File: config.mk
export PLATFORM = sky130hd
export DESIGN_NAME = dhks_ctrl
export DESIGN_NICKNAME = d
export VERILOG_FILES = /design/src/dhks_pkg.sv /design/src/dhks_ctrl.sv
export SDC_FILE = /design/constraint.sdc
export NUM_CORES = 1
export LEC_CHECK = 0
export BUFFER_PORTS_ARGS = -buffer_cell sky130_fd_sc_hd__buf_2
export CAP_MARGIN = 15
export CELL_PAD_IN_SITES_DETAIL_PLACEMENT = 2
export CELL_PAD_IN_SITES_GLOBAL_PLACEMENT = 2
export CORE_AREA = 2 2 52 54
export DETAILED_ROUTE_END_ITERATION = 8
export DIE_AREA = 0 0 54 56
export PLACE_DENSITY = 0.74
export RECOVER_POWER = 50
export SLEW_MARGIN = 20
export SYNTH_ARGS = -nofsm -noshare
export SYNTH_HDL_FRONTEND = slang
export SYNTH_SLANG_ARGS = --single-unit
File: constraint.sdc
create_clock -name clk -period 1.5 [get_ports clk]
set_clock_uncertainty 0.15 [all_clocks]
set_input_delay 0.3 -clock clk [delete_from_list [all_inputs] [get_ports clk]]
set_output_delay 0.3 -clock clk [all_outputs]
set_load 0.01 [all_outputs]
File: src/dhks_pkg.sv
// Package for the double-hashed key set: hash constants, slot and opcode codes,
// controller states and the command/status bundles between controller and datapath.
// No dependencies.
package dhks_pkg;

	// Default table geometry. The slot count must be a power of two.
	localparam int TABLE_SLOTS_DEF = 1024;
	localparam int MAX_KEY_CHARS   = 8;

	// First hash: polynomial with base 31 modulo 1e9+9.
	localparam logic [29:0] HASH_MOD  = 30'd1000000009;
	localparam logic [4:0]  HASH_BASE = 5'd31;
	// Characters are offset so that 'a' maps to one.
	localparam logic [9:0]  CHAR_OFS  = 10'd96;
	// Most negative character term magnitude (signed byte -128 minus 96).
	localparam int          NEG_TERM_MAX = 224;
	// Number of conditional subtract steps to reduce one first-hash sum.
	localparam int          RED_STEPS = 8;

	// Second hash: multiplier 137, reduced by digits of four bits.
	localparam int H2_DIGIT_BITS = 4;
	localparam int H2_STEPS      = 64 / H2_DIGIT_BITS;

	// Residue of 2^64 modulo the first-hash modulus, used when the 64-bit sum wraps.
	function automatic longint unsigned wrap_residue();
		longint unsigned r;
		r = 64'd1;
		for (int i = 0; i < 64; i++) begin
			r = (r * 64'd2) % 64'd1000000009;
		end
		return r;
	endfunction

	// Bias added to a negative signed sum: the wrap residue plus enough moduli to go positive.
	localparam logic [37:0] NEG_BIAS =
		38'(wrap_residue() + 64'(NEG_TERM_MAX) * 64'd1000000009);

	// Request opcodes. The unused code answers fail.
	localparam logic [1:0] OP_ADD    = 2'd0;
	localparam logic [1:0] OP_DEL    = 2'd1;
	localparam logic [1:0] OP_FIND   = 2'd2;
	localparam logic [1:0] OP_UNUSED = 2'd3;

	// Slot states.
	localparam logic [1:0] ST_EMPTY   = 2'd0;
	localparam logic [1:0] ST_KEY     = 2'd1;
	localparam logic [1:0] ST_DELETED = 2'd2;

	typedef enum logic [2:0] {
		S_CLEAR,
		S_IDLE,
		S_HASH,
		S_REDUCE,
		S_MOD,
		S_READ,
		S_EVAL,
		S_RESP
	} ctl_state_t;

	// Commands from the controller to the datapath.
	typedef struct packed {
		logic clear;
		logic load;
		logic hash;
		logic reduce;
		logic modstep;
		logic advance;
		logic note_del;
		logic store;
		logic mark_del;
		logic set_result;
		logic result;
		logic rsp_load;
	} dp_cmd_t;

	// Status from the datapath to the controller.
	typedef struct packed {
		logic clear_last;
		logic chars_done;
		logic reduce_last;
		logic mod_last;
		logic op_add;
		logic op_del;
		logic op_find;
		logic slot_empty;
		logic slot_match;
		logic slot_deleted;
		logic seen_del;
		logic probe_last;
		logic rsp_free;
	} dp_sts_t;

endpackage

File: src/dhks_ctrl.sv
// Controller of the key set: sequences clearing, hashing, probing and the result beat.
// Depends on dhks_pkg.
module dhks_ctrl (
	input  logic              clk,
	input  logic              arst_n,
	input  logic              req_valid,
	input  dhks_pkg::dp_sts_t sts,
	output logic              req_stall,
	output dhks_pkg::dp_cmd_t cmd
);
	dhks_pkg::ctl_state_t state_q;
	dhks_pkg::ctl_state_t state_nxt;

	always_ff @(posedge clk or negedge arst_n) begin
		if (!arst_n) begin
			state_q <= dhks_pkg::S_CLEAR;
		end else begin
			state_q <= state_nxt;
		end
	end

	// Next state and commands.
	always_comb begin
		state_nxt = state_q;
		cmd       = '0;
		req_stall = 1'b1;
		unique case (state_q)
			dhks_pkg::S_CLEAR: begin
				cmd.clear = 1'b1;
				if (sts.clear_last) begin
					state_nxt = dhks_pkg::S_IDLE;
				end
			end
			dhks_pkg::S_IDLE: begin
				req_stall = 1'b0;
				if (req_valid) begin
					cmd.load  = 1'b1;
					state_nxt = dhks_pkg::S_HASH;
				end
			end
			dhks_pkg::S_HASH: begin
				if (sts.chars_done) begin
					state_nxt = dhks_pkg::S_MOD;
				end else begin
					cmd.hash  = 1'b1;
					state_nxt = dhks_pkg::S_REDUCE;
				end
			end
			dhks_pkg::S_REDUCE: begin
				cmd.reduce = 1'b1;
				if (sts.reduce_last) begin
					state_nxt = dhks_pkg::S_HASH;
				end
			end
			dhks_pkg::S_MOD: begin
				cmd.modstep = 1'b1;
				if (sts.mod_last) begin
					state_nxt = dhks_pkg::S_READ;
				end
			end
			dhks_pkg::S_READ: begin
				// The unused opcode fails without touching the table.
				if (sts.op_add || sts.op_del || sts.op_find) begin
					state_nxt = dhks_pkg::S_EVAL;
				end else begin
					cmd.set_result = 1'b1;
					state_nxt      = dhks_pkg::S_RESP;
				end
			end
			dhks_pkg::S_EVAL: begin
				state_nxt = dhks_pkg::S_RESP;
				if (sts.op_add) begin
					// Insert at the first deleted slot seen, else at the first empty one.
					if (sts.slot_empty) begin
						cmd.store      = 1'b1;
						cmd.set_result = 1'b1;
						cmd.result     = 1'b1;
					end else if (sts.slot_match) begin
						cmd.set_result = 1'b1;
					end else begin
						cmd.note_del = sts.slot_deleted && !sts.seen_del;
						if (sts.probe_last) begin
							cmd.store      = sts.seen_del || sts.slot_deleted;
							cmd.set_result = 1'b1;
							cmd.result     = sts.seen_del || sts.slot_deleted;
						end else begin
							cmd.advance = 1'b1;
							state_nxt   = dhks_pkg::S_READ;
						end
					end
				end else begin
					if (sts.slot_empty) begin
						cmd.set_result = 1'b1;
					end else if (sts.slot_match) begin
						cmd.mark_del   = sts.op_del;
						cmd.set_result = 1'b1;
						cmd.result     = 1'b1;
					end else if (sts.probe_last) begin
						cmd.set_result = 1'b1;
					end else begin
						cmd.advance = 1'b1;
						state_nxt   = dhks_pkg::S_READ;
					end
				end
			end
			dhks_pkg::S_RESP: begin
				if (sts.rsp_free) begin
					cmd.rsp_load = 1'b1;
					state_nxt    = dhks_pkg::S_IDLE;
				end
			end
			default: begin
				state_nxt = dhks_pkg::S_IDLE;
			end
		endcase
	end

endmodule

# Yosys cells after proc, flatten, opt, wreduce, memory -nomap -nowiden
# Cells that the tools add are included.
[totals]
ram_bits = 0
rom_bits = 0
input_bits = 16
reg_bits = 3
elab_cells = 67
n_memories = 0
latchBits = 0
out_inout_bits = 13
[op_classes]
reduce_logical = 7
n_eq_ne = 12
add_sub_neg = 0
shifts = 0
n_div = 0
n_mul = 0
muxes = 47
order_cmp = 0
bitwise = 0
[ops]
columns = ["cell", "n"]
rows = [
  ["1-bit 2-to-1 mux", 29],
  ["3-bit 2-to-1 mux", 9],
  ["3-bit case mux with 8 select lines", 1],
  ["3-bit == test (second input constant)", 4],
  ["2-bit 2-to-1 mux", 6],
  ["2-bit != test (second input constant)", 5],
  ["3-bit by 2-bit == test with 1-bit output (second input constant)", 2],
  ["5-bit AND reduction", 1],
  ["4-bit 2-to-1 mux", 1],
  ["3-bit by 1-bit == test with 1-bit output (second input constant)", 1],
  ["3-bit logical NOT", 1],
  ["1-bit logical OR", 3],
  ["1-bit case mux with 2 select lines", 1],
  ["1-bit logical AND", 1],
  ["1-bit logical NOT", 1],
]

# Logic depth before layout (Yosys ltp)
[depth]
word_depth = 6
ltp_mapped = 5
depth_no_buf = 4

# Least setup slack after synthesis
# OpenSTA, ideal clock, no wires.
[synth_path]
path_type = "reg-to-output"
from = "register state_q[1]"
to = "output port cmd[2] in the netlist's numbering"
path_stages_with_launch = 4
t_required_ps = 1050
arrival_time_ps = 1234
setup_slack_ps = -184
n_path_buf = 0
cell_sequence = "dfrtp_1 -> or4b_1 -> nor3b_2 -> nand2b_1"
[synth_lines]
columns = ["element", "line", "source"]
rows = [
  ["start: declaration", "dhks_ctrl.sv:11", "dhks_pkg::ctl_state_t state_q;"],
  ["start signal: assignment", "dhks_ctrl.sv:16", "state_q <= dhks_pkg::S_CLEAR;"],
  ["start signal: assignment", "dhks_ctrl.sv:18", "state_q <= state_nxt;"],
  ["end: declaration", "dhks_ctrl.sv:9", "output dhks_pkg::dp_cmd_t cmd"],
]

==> metrics.cfg <==
[outcome]
status=finished, violations left
violations=setup timing

[finish]
layout.nets=119
fillers=294
regMostFlops=state_q
post-route-util_pct=36.1
largestRegisters=state_q (3)
drive_gt1_share_pct=72.5
diodes=0
largest_reg_flops=3
design_area_um2=877
area_delta_synth_final_pct=144

[global_routing]
grt_antenna_before_repair=0
grt_pass1_vias=677
grt_pass1_wl_um=2980
gr-usage-all-layers_pct=13.9
grt.overflow.total=0
grt_max_degree=9

[power]
netSwitchingPower_mw=0.638
power_frac_clock_pct=9.8
p_int_mw=0.924
sequentialPowerShare_pct=11.0
p_per_area_nw_per_um2=1780
p_leak_nw=0.423
combPwrFrac_pct=79.2
sw_frac_of_total_pct=40.8
ir_worst_vdd_mv=0.544

[floorplanning]
start_util_pct=14.8
io_pins=29
row_count=18
dieArea_um2=3020
die_w_um=54
die_y_um=56
coreArea_um2=2430

[synth]
ys_seq_elements=3
postSynth.asyncResetShare_pct=100
synth.top_cells.by_count=nand2_1, nor2_1, nor3_1
synth_nets=66
yosysTopAreaCellShare_pct=20.9
synth_area_leaders=dfrtp_1, nand2_1, nor2_1, nor3b_1, nor3_1
synth-edff-count=0
syn_area_um2=359
netlist_instances=50
synth_area_leader_cell=dfrtp_1
syn_avg_cell_area_um2=7.18
ys_seq_area_share_pct=20.9
yosysWarnings=0
synth_ff_type=dfrtp_1
ys_types=26

[critical_path]
reg2reg_depth=8
path_cells=or4b_4, nor3b_4, nand2b_4, buf_6
cp_max_fo=2
slowest_stage=or4b_4
worstSetupPathType=reg -> out
endpoint_kind=output pin
reg2reg_from=state_q[1]
crit_required_ps=1050
cp.arrival_ps=1620
reg2reg_slack_ps=-350
slowest_delay_ps=520
r2r_end=state_q[1]
crit_buf_inv=1
path_delay_family=simple AND/OR/NAND/NOR gates
critPathLaunchType=register

[cts]
clk_latency_ps=250
cts_tree=yes
cts.sinks=3
cts_buffers=3
clockRootBuffer=clkbuf_4
path_clk_slew_ps=40
cts_max_level=1
cts_buffer_depth=2

[min_path]
holdPathStages=2
hp-class=in -> reg
hold_end=state_q[0]
hp-start=req_valid

[placement]
gp_congestion=0.647
port_buffers=28
placed_cell_area_um2=621
hpwl_um=1240

[route]
drc=0
wire_per_inst_um=14.8
antenna_left=0
drtIter0Drc=3
vias=584
wl_um=1950
drt_pass1_iterations=4
via_per_inst=4.42

[timing]
setup_violations=15
slew_violations=0
finalSetupTns_ps=-5530
rsz0062_at_grt=true
finalHoldViolCount=0
post-route-period-util_pct=138
finalCriticalPeriod_ps=2070
worst_pin_slew_ps=377
fmax_ghz=0.483
final_critical_path_setup_slack_ps=-572
slew_headroom_pct=74.6

[flow_run]
drv_cap=0

## worst register-to-register path: stages, from the launching register on
cell and delay, ps:
dfrtp_1 390, buf_4 140, buf_6 120, or3b_4 420, buf_6 130, buf_6 110
o32ai_4 110, a21o_1 120, nand2_1 50
## placed cells by master, fill, tap and decap left out, types with 3 or more instances in the layout
| cell type | n |
|---|---|
| clkbuf_4 | 3 |
| buf_4 | 13 |
| nor2_1 | 4 |
| buf_6 | 10 |
| nand2_1 | 4 |
| buf_2 | 25 |
| dfrtp_1 | 3 |
## per-stage QoR
step / worst slack (ps) / cells / hold WS, ps / power (mW)
finish: -572 / 132 / 194 / 1.56
global route: -622 / 132 / 208 / 1.68
CTS: -515 / 131 / 186 / 1.51
detailed placement: -398 / 114 / -47.3 / 0.876
global placement: -396 / 114 / -50.7 / 0.850
floorplan: -153 / 50 / -146 / 0.597
## layer usage
| metal | wire, um | GRT usage (%) |
|---|---|---|
| met4 | 27 | 7.50 |
| met2 | 1090 | 26.7 |
| met5 | 0 | 0 |
| met3 | 121 | 1.08 |
| met1 | 717 | 13.7 |
## repair_timing
action,4_1_cts,5_1_grt
resized for setup,23,7
setup buffers,13,1
pin swaps,11,5
hold buffers,1,0
gates cloned,0,0
setup endpoints to repair,15,16
endpoints found under the hold margin,3,0
## cell families after synthesis
group | after synthesis | synth area share (%)
compound gates | 11 | 21.6
mux | 1 | 3.14
flops | 3 | 20.9
simple gates | 30 | 47.7
buf+inv | 5 | 6.62
## how the worst max path moves through the flow
stage | cells past startpoint | to | from | slack, ps
after global routing | 4 | cmd[2] | state_q[1] | -620
after CTS | 4 | cmd[2] | state_q[1] | -520
final | 4 | cmd[2] | state_q[1] | -570
after floorplan | 3 | cmd[2] | state_q[1] | -150
after global placement | 5 | cmd[2] | sts[6] | -400
after detailed placement | 5 | cmd[2] | sts[6] | -400
## final cells by class
cell class | instances | area (um2) | area share, %
inverters | 2 | 7.51 | 0.856
flip-flops and latches | 3 | 75.1 | 8.56
well taps | 30 | 37.5 | 4.28
multi-input cells | 42 | 367 | 41.8
clock buffers | 4 | 26.3 | 3.00
repair buffers | 51 | 364 | 41.5
## power groups by stage
stage                     sequential, mW  clock [mW]  combinational, mW
after global routing               0.178       0.162               1.34
after detailed placement           0.156           0              0.720
after floorplan                    0.152           0              0.446
after CTS                          0.160       0.159               1.19
final                              0.172       0.152               1.24
after global placement             0.155           0              0.695
(Power assumes the default switching activity.)
